--- src/smkf_pkg.sv ---
// Shared types, constants and saturating Q32.32 helpers for the scalar
// measurement Kalman filter. No dependencies.
package smkf_pkg;

    localparam int N  = 4;                        // state elements
    localparam int IW = (N > 1) ? $clog2(N) : 1;  // element / cell index width
    localparam int DW = 64;

    localparam logic signed [DW-1:0] SMAX = {1'b0, {(DW-1){1'b1}}};
    localparam logic signed [DW-1:0] SMIN = {1'b1, {(DW-1){1'b0}}};
    localparam logic [62:0] R_RESET = 63'h0000_0001_0000_0000;   // 1.0

    // input function codes
    localparam logic [2:0] FN_LOAD_A = 3'd0;
    localparam logic [2:0] FN_LOAD_Q = 3'd1;
    localparam logic [2:0] FN_LOAD_C = 3'd2;
    localparam logic [2:0] FN_LOAD_X = 3'd3;
    localparam logic [2:0] FN_LOAD_P = 3'd4;
    localparam logic [2:0] FN_LOAD_U = 3'd5;
    localparam logic [2:0] FN_STEP   = 3'd6;

    // multiplier operand A source (local to the cell)
    typedef enum logic [2:0] {
        A_A, A_M, A_PP, A_PC, A_XP, A_K
    } t_asel;

    // multiplier operand B source
    typedef enum logic {
        B_BCAST, B_C
    } t_bsel;

    // accumulator write-back target
    typedef enum logic [2:0] {
        WB_NONE, WB_XP_U, WB_M, WB_PP, WB_PC, WB_K, WB_X, WB_P
    } t_wb;

    // read port source
    typedef enum logic [2:0] {
        RD_A, RD_P, RD_C, RD_X, RD_PP
    } t_src;

    typedef struct packed {
        logic                 ld_en;
        logic [2:0]           ld_func;
        logic [1:0]           ld_row;
        logic [1:0]           ld_col;
        logic signed [DW-1:0] ld_val;
        logic                 go;
        logic                 clr;
        t_asel                asel;
        t_bsel                bsel;
        logic [IW-1:0]        q;
        logic signed [DW-1:0] bcast;
        t_wb                  wb;
        logic [IW-1:0]        j;
        t_src                 rd_src;
        logic [IW-1:0]        rd_idx;
    } t_cmd;

    function automatic logic signed [DW-1:0] sadd(input logic signed [DW-1:0] a,
                                                  input logic signed [DW-1:0] b);
        logic signed [DW-1:0] s;
        s = a + b;
        if (a[DW-1] == b[DW-1] && s[DW-1] != a[DW-1]) begin
            s = a[DW-1] ? SMIN : SMAX;
        end
        return s;
    endfunction

    function automatic logic signed [DW-1:0] ssub(input logic signed [DW-1:0] a,
                                                  input logic signed [DW-1:0] b);
        logic signed [DW-1:0] s;
        s = a - b;
        if (a[DW-1] != b[DW-1] && s[DW-1] != a[DW-1]) begin
            s = a[DW-1] ? SMIN : SMAX;
        end
        return s;
    endfunction

    function automatic logic [DW-1:0] mag(input logic signed [DW-1:0] a);
        return a[DW-1] ? DW'(-a) : DW'(a);
    endfunction

    // apply sign to a 65-bit magnitude, saturating
    function automatic logic signed [DW-1:0] sat_mag(input logic neg,
                                                     input logic [DW:0] m);
        logic signed [DW-1:0] r;
        if (neg) begin
            if (m >= {2'b01, {(DW-1){1'b0}}}) r = SMIN;
            else                             r = -$signed(m[DW-1:0]);
        end else begin
            if (m > {2'b00, {(DW-1){1'b1}}}) r = SMAX;
            else                             r = $signed(m[DW-1:0]);
        end
        return r;
    endfunction

endpackage

--- src/smkf_recip.sv ---
// Iterative reciprocal 2^64 / |S| in Q32.32, one quotient bit per cycle.
// Depends on smkf_pkg.
module smkf_recip (
    input  logic                          i_clk,
    input  logic                          i_rst_n,
    input  logic                          i_start,
    input  logic signed [smkf_pkg::DW-1:0] i_s,
    output logic                          o_done,
    output logic signed [smkf_pkg::DW-1:0] o_rec
);
    logic                        r_busy;
    logic                        r_done;
    logic [6:0]                  r_cnt;
    logic [smkf_pkg::DW:0]       r_rem;
    logic [smkf_pkg::DW:0]       r_quo;
    logic [smkf_pkg::DW-1:0]     r_m;
    logic                        r_neg;
    logic [smkf_pkg::DW:0]       w_t;
    logic                        w_ge;

    // dividend is a single one followed by 64 zeros
    assign w_t  = {r_rem[smkf_pkg::DW-1:0], (r_cnt == 7'd0)};
    assign w_ge = (w_t >= {1'b0, r_m});

    always_ff @(posedge i_clk) begin
        if (!i_rst_n) begin
            r_busy <= 1'b0;
            r_done <= 1'b0;
            r_cnt  <= '0;
        end else begin
            // pulse after the final quotient bit
            r_done <= r_busy && !i_start && (r_cnt == 7'd64);
            if (i_start) begin
                r_m    <= smkf_pkg::mag(i_s);
                r_neg  <= i_s[smkf_pkg::DW-1];
                r_rem  <= '0;
                r_quo  <= '0;
                r_cnt  <= '0;
                r_busy <= 1'b1;
            end else if (r_busy) begin
                r_rem <= w_ge ? w_t - {1'b0, r_m} : w_t;
                r_quo <= {r_quo[smkf_pkg::DW-1:0], w_ge};
                r_cnt <= r_cnt + 7'd1;
                if (r_cnt == 7'd64) begin
                    r_busy <= 1'b0;
                end
            end
        end
    end

    assign o_done = r_done;
    // zero variance gives zero gain
    assign o_rec  = (r_m == '0) ? '0 : smkf_pkg::sat_mag(r_neg, r_quo);

endmodule

--- config.mk ---
export PLATFORM = sky130hd
export DESIGN_NAME = smkf_recip
export DESIGN_NICKNAME = d
export VERILOG_FILES = /design/src/smkf_pkg.sv /design/src/smkf_recip.sv
export SDC_FILE = /design/constraint.sdc
export NUM_CORES = 1
export LEC_CHECK = 0
export BUFFER_PORTS_ARGS = -buffer_cell sky130_fd_sc_hd__buf_2
export CORE_MARGIN = 4
export CORE_UTILIZATION = 50
export CTS_CLUSTER_SIZE = 16
export DETAILED_ROUTE_END_ITERATION = 12
export PLACE_DENSITY = 0.69
export SETUP_SLACK_MARGIN = 0.15
export SYNTH_ARGS = -nofsm -noshare
export SYNTH_HDL_FRONTEND = slang
export SYNTH_SLANG_ARGS = --single-unit
--- constraint.sdc ---
create_clock -name i_clk -period 9 [get_ports i_clk]
set_input_delay 0.45 -clock i_clk [delete_from_list [all_inputs] [get_ports i_clk]]
set_output_delay 0.45 -clock i_clk [all_outputs]
set_load 0.01 [all_outputs]
# After elaboration in Yosys (flattened, before gate mapping)
# Cells that the tools add are included.
classes:
  n_addsub: 4
  bitwise: 1
  mux: 11
  div: 0
  n_lt_le_gt_ge: 3
  n_reduce_logical: 9
  eq_ne: 1
  n_shift: 0
  n_mul: 0
op_table:
  columns: ["cell", "n"]
  rows:
  - ["64-bit two-way mux", 6]
  - ["64-bit negator", 2]
  - ["65-bit by 64-bit greater-or-equal comparator with 1-bit output", 1]
  - ["65-bit by 64-bit greater-or-equal comparator with 1-bit output (second input constant)", 1]
  - ["65-bit by 63-bit > comparator with 1-bit output (second input constant)", 1]
  - ["65-bit two-way mux", 1]
  - ["64-bit zero test", 1]
  - ["64-bit subtractor", 1]
  - ["63-bit two-way mux", 1]
  - ["7-bit by 1-bit adder with 7-bit output (second input constant)", 1]
  - ["7-bit equality test (second input constant)", 1]
  - ["7-bit zero test", 1]
  - ["2-bit AND reduction", 2]
  - ["1-bit two-way mux", 3]
  - ["1-bit logical AND", 2]
  - ["2-bit nonzero test", 1]
  - ["2-bit OR reduction", 1]
  - ["1-bit zero test", 1]
  - ["1-bit inverter", 1]
word_totals:
  n_memories: 0
  mem_bits_ro: 0
  inputBits: 67
  latch_bits: 0
  mem_bits_rw: 0
  out_inout_bits: 65
  regBits: 203

# Logic depth before layout (Yosys ltp)
depth:
  word_depth: 4
  mapped_depth: 16

# Least setup slack after synthesis
# Ideal clock, no wire load.
synth_timing:
  path_kind: "input-to-reg"
  from: "in i_start"
  to: "reg r_quo[0] (netlist name) (enable)"
  path_buffers: 2
  required_ns: 8.500
  setup_ns: 0.500
  arrival_ns: 3.916
  stages: 3
  slack_ns: 4.584
  cell_sequence: "clkbuf_1 -> clkbuf_1 -> o21a_1"
synth_via:
  elab_chain_len: 2
synth_lines:
  columns: ["element", "line", "rtl"]
  rows:
  - ["start, declared", "smkf_recip.sv:6", "input logic i_start,"]
  - ["2-bit nonzero test (no line)", null, null]
  - ["2-bit AND reduction (no line)", null, null]
  - ["end signal, assigned", "smkf_recip.sv:42", "r_quo <= {r_quo[smkf_pkg::DW-1:0], w_ge};"]
  - ["end, declared", "smkf_recip.sv:15", "logic [smkf_pkg::DW:0] r_quo;"]
# No other way between the ends.
# A chain may end at the register's enable or synchronous reset.

# Worst setup path in the final report
layout_timing:
  from: "reg r_quo[17] (netlist name)"
  to: "out o_rec[42] (netlist name)"
layout_via:
  elab_chain_len: 4
layout_lines:
  columns: ["element", "line", "rtl"]
  rows:
  - ["64-bit negator (tied with other cells)", "smkf_pkg.sv:90", "else r = -$signed(m[DW-1:0]);"]
  - ["64-bit two-way mux (on tied branches)", "smkf_pkg.sv:89, smkf_pkg.sv:92", null]
  - ["64-bit two-way mux *", "smkf_pkg.sv:88", "if (neg) begin"]
  - ["64-bit two-way mux *", "smkf_recip.sv:53", "assign o_rec = (r_m == '0) ? '0 : smkf_pkg::sat_mag(r_neg, r_quo);"]
  - ["end, declared", "smkf_recip.sv:9", "output logic signed [smkf_pkg::DW-1:0] o_rec"]
# Mark *: on every way between the ends. The rest lies on a longest branch, timed or not.

==> flow_summary.yaml <==
worst_setup_path:
  rrSetupSlack_ns: 4.48
  worstReg2RegEnd: "r_rem[53]"
  setup.worst_path.class: "flop to primary output"
  rr_worst_depth: 16
  cp.required_ns: 8.55
  r2r_start: "r_cnt[2]"
  critPathMaxFanout: 7
  startpoint_type: "flop"
  worst_ep_arrival_time_ns: 4.62
  end_kind: "primary output"
route:
  avgViaCountPerCell: 6.16
  drt_iter0_markers: 1169
  via_count: 13600
  wl_per_cell_microns: 18.4
  remaining_drc_errors: 0
  routed_wl_mm: 40.7
  drtPass1Iterations: 5
  postRouteAntennaNets: 0
timing:
  slew_violations: 0
  fmax_ghz: 0.197
  post-route-period-util_pct: 56.3
  finalSetupViolations: 0
  maxSlewHeadroom_pct: 12.7
  fin_worst_skew_ns: 0.0133
  grt_setup_unrepaired: "false"
  setup_tns_ns: 0
  tightest_slew_ns: 1.30
  hold_viol: 0
  period_needed_ns: 5.07
placed_design:
  gp_congestion: 0.979
  dp_hpwl_mm: 30.1
  dp.cells: 2169
  portBuffers: 131
power:
  intPower_w: 0.00204
  peakVddDrop_v: 0.000106
  combinationalPowerShare_pct: 29.6
  p_sw_w: 0.000983
  pwr-share-clk_pct: 30.2
  power_density_mw_per_mm2: 181
  p_sw_share_pct: 32.5
  seqPwrFrac_pct: 40.1
  p_leak_nw: 6.34
global_routing:
  grt_max_degree: 107
  grt_pass1_wl_mm: 65.0
  grt_use_total_pct: 23.4
  first_global_vias: 12600
  antenna_found_initial: 1
  overflow: 0
min_path:
  hold_class: "input port to flop"
  hold_path_depth: 1
  min_to: "r_m[0]"
  min_from: "i_s[0]"
die:
  num_rows: 63
  die_x_microns: 182
  die_h_microns: 182
  coreArea_sq_mm: 0.0298
  io_pins: 132
  die_area_sq_mm: 0.0331
  start_util_pct: 50.8
logic_synthesis:
  synth_compound_area_share_pct: 20.5
  synth_edf_count: 194
  synth_nets: 1876
  synthCells: 1739
  synth_top_area_cell: "edfxtp_1"
  yosysUniqueCellTypes: 68
  synth.top_cells.by_area: "edfxtp_1 38%, xnor2_1 5.7%, ha_1 5.7%, a21oi_1 5.0%, nand2_1 4.6%"
  synth.area.mux_share_pct: 0.0661
  synth-adder-area-share_pct: 5.83
  synth_top_flop_cell: "edfxtp_1"
  synth_top_family_by_area: "simple AND/OR/NAND/NOR gates"
  yosys.area.top_type_share_pct: 38.5
  synth-async-reset-ratio_pct: 0
  synth-simple-area-share_pct: 21.9
  yosys_warnings: 0
  ys_ff_latch: 203
  yosysSeqAreaShare_pct: 39.6
  synth_xor_area_share_pct: 7.34
  synth_area_per_cell_sq_um: 8.71
  syn_area_sq_mm: 0.0151
layout:
  multi_input_area_sq_mm: 0.00845
  nets: 1940
  area_delta_synth_final_pct: 10.6
  nFillCells: 2709
  diodes: 0
  ff_latch_area_sq_mm: 0.00601
  drive_above_1_share_pct: 10.9
  fin_cells: 2207
clock_network:
  holdBufCountCts: 0
  cts_inserted_buffers: 22
  clk_latency_ns: 0.51
  clk_pin_slew_ns: 0.06
  cts_buffer_depth: 3
  post_cts_resized: 0
  cts_setup_buffers: 0
  cts-htree-levels: 1
  cts_num_sinks: 203
  cts_tree: "yes"
  root_buffer: "clkbuf_16"
outcome:
  status: "complete, no violations"
run:
  maxCapViolCount: 0
## sequential cells by signal, indices dropped and copies added, names as in the netlist
name and flops:
r_cnt 7, r_busy 1, r_rem 64, r_m 64, o_done 1, r_quo 65, r_neg 1
## layout by cell type (no fill, tap or decap), types with 8 or more instances in the layout
| master | Yosys | layout |
|---|---|---|
| o22ai_1 | 11 | 11 |
| a211oi_1 | 31 | 31 |
| edfxtp_1 | 194 | 194 |
| o21bai_1 | 8 | 8 |
| or4_1 | 24 | 24 |
| nand2b_1 | 12 | 12 |
| or2_2 | 8 | 8 |
| a31oi_1 | 25 | 25 |
| nor2_1 | 162 | 161 |
| nand2_1 | 187 | 186 |
| ha_1 | 69 | 69 |
| or3_1 | 24 | 24 |
| inv_1 | 89 | 89 |
| o21ai_0 | 79 | 79 |
| nand3_1 | 21 | 21 |
| nand4_1 | 41 | 41 |
| o31ai_1 | 20 | 20 |
| nor4_1 | 37 | 37 |
| buf_2 | 1 | 130 |
| o21a_1 | 9 | 8 |
| xor2_1 | 28 | 28 |
| dfxtp_1 | 9 | 9 |
| o41ai_1 | 14 | 14 |
| xnor2_1 | 99 | 99 |
| buf_4 | 0 | 12 |
| a211o_1 | 12 | 12 |
| nor2b_1 | 70 | 70 |
| nor3_1 | 47 | 47 |
| a22o_1 | 9 | 9 |
| clkbuf_16 | 0 | 23 |
| a21o_1 | 41 | 40 |
| a21oi_1 | 151 | 151 |
| a311oi_1 | 32 | 32 |
## cell usage after synthesis, drive strengths merged, types with 9 or more instances
library cell and count:
a211o 12, a211oi 31, a21o 41, a21oi 151, a22o 9, a311oi 32
a31oi 25, clkbuf 95, dfxtp 9, edfxtp 194, ha 69, inv 89
nand2 187, nand2b 12, nand3 21, nand4 41, nor2 162, nor2b 70
nor3 49, nor4 37, o21a 9, o21ai 79, o22ai 11, o31ai 20
o41ai 14, or2 10, or3 25, or4 25, xnor2 99, xor2 28
## through the flow
stage               util [%]  cell area [sq um]  power [W]  hold slack (ns)  setup WS [ns]
floorplan                  -              15100    0.00186            0.471           4.58
finish                  56.2              16700    0.00303            0.173           3.93
global route            56.2              16700    0.00319            0.162           3.72
CTS                     56.2              16700    0.00304            0.161           3.93
detailed placement      53.8              16000    0.00211            0.505           4.49
global placement        53.8              16000    0.00210            0.491           4.57
## cell families after synthesis
logic type / count (synthesis)
buffers and inverters: 191
XOR/XNOR: 127
adder cells (fa/ha/maj): 70
AND/OR/NAND/NOR: 668
flip-flops: 203
AO/OA/AOI/OAI: 479
multiplexers: 1
## routing by layer
layer	wire (microns)	share of wire (%)	vias up	global-route usage, %
met3	2940	7.2	74	2.81
met4	1110	2.7	2	6.84
met1	18800	46	6416	34.0
li1	-	-	6571	-
met5	7	0.017	-	0
met2	17900	44	532	37.1
## power by group through the flow
stage          registers [W]  logic (W)  clock network, W
2_1_floorplan        0.00120   0.000660                 0
3_3_place_gp         0.00123   0.000875                 0
3_5_place_dp         0.00123   0.000885                 0
4_1_cts              0.00121   0.000888          0.000937
5_1_grt              0.00122   0.000995          0.000978
6_report             0.00121   0.000897          0.000915
## layout make-up
cell class                      instances  area share [%]
Multi-Input combinational cell       1345            50.5
Timing Repair Buffer                  142            4.42
Sequential cell                       203            35.9
Inverter                               89            1.99
Clock inverter                         11           0.799
Clock buffer                           27            3.53
Tap cell                              390            2.91
## worst max-delay path by stage
stage | end | depth (start not counted) | from | slack [ns]
3_3_place_gp | o_rec[42] | 10 | r_quo[17] | 4.57
6_report | o_rec[42] | 10 | r_quo[17] | 3.93
4_1_cts | o_rec[42] | 10 | r_quo[17] | 3.93
5_1_grt | o_rec[42] | 10 | r_quo[17] | 3.72
2_1_floorplan | r_quo[0] | 3 | i_start | 4.58
3_5_place_dp | o_rec[42] | 10 | r_quo[17] | 4.49
## worst max-delay path, stage by stage (launching register included)
cell,delay (ns)
edfxtp_1,0.48
or4_1,0.56
or4_4,0.52
or4_1,0.69
or3_1,0.45
or3_1,0.35
or3_4,0.36
nor3_4,0.17
nand2_1,0.08
a311oi_1,0.26
buf_2,0.18
No activity file was read; power rests on OpenSTA's default activity.
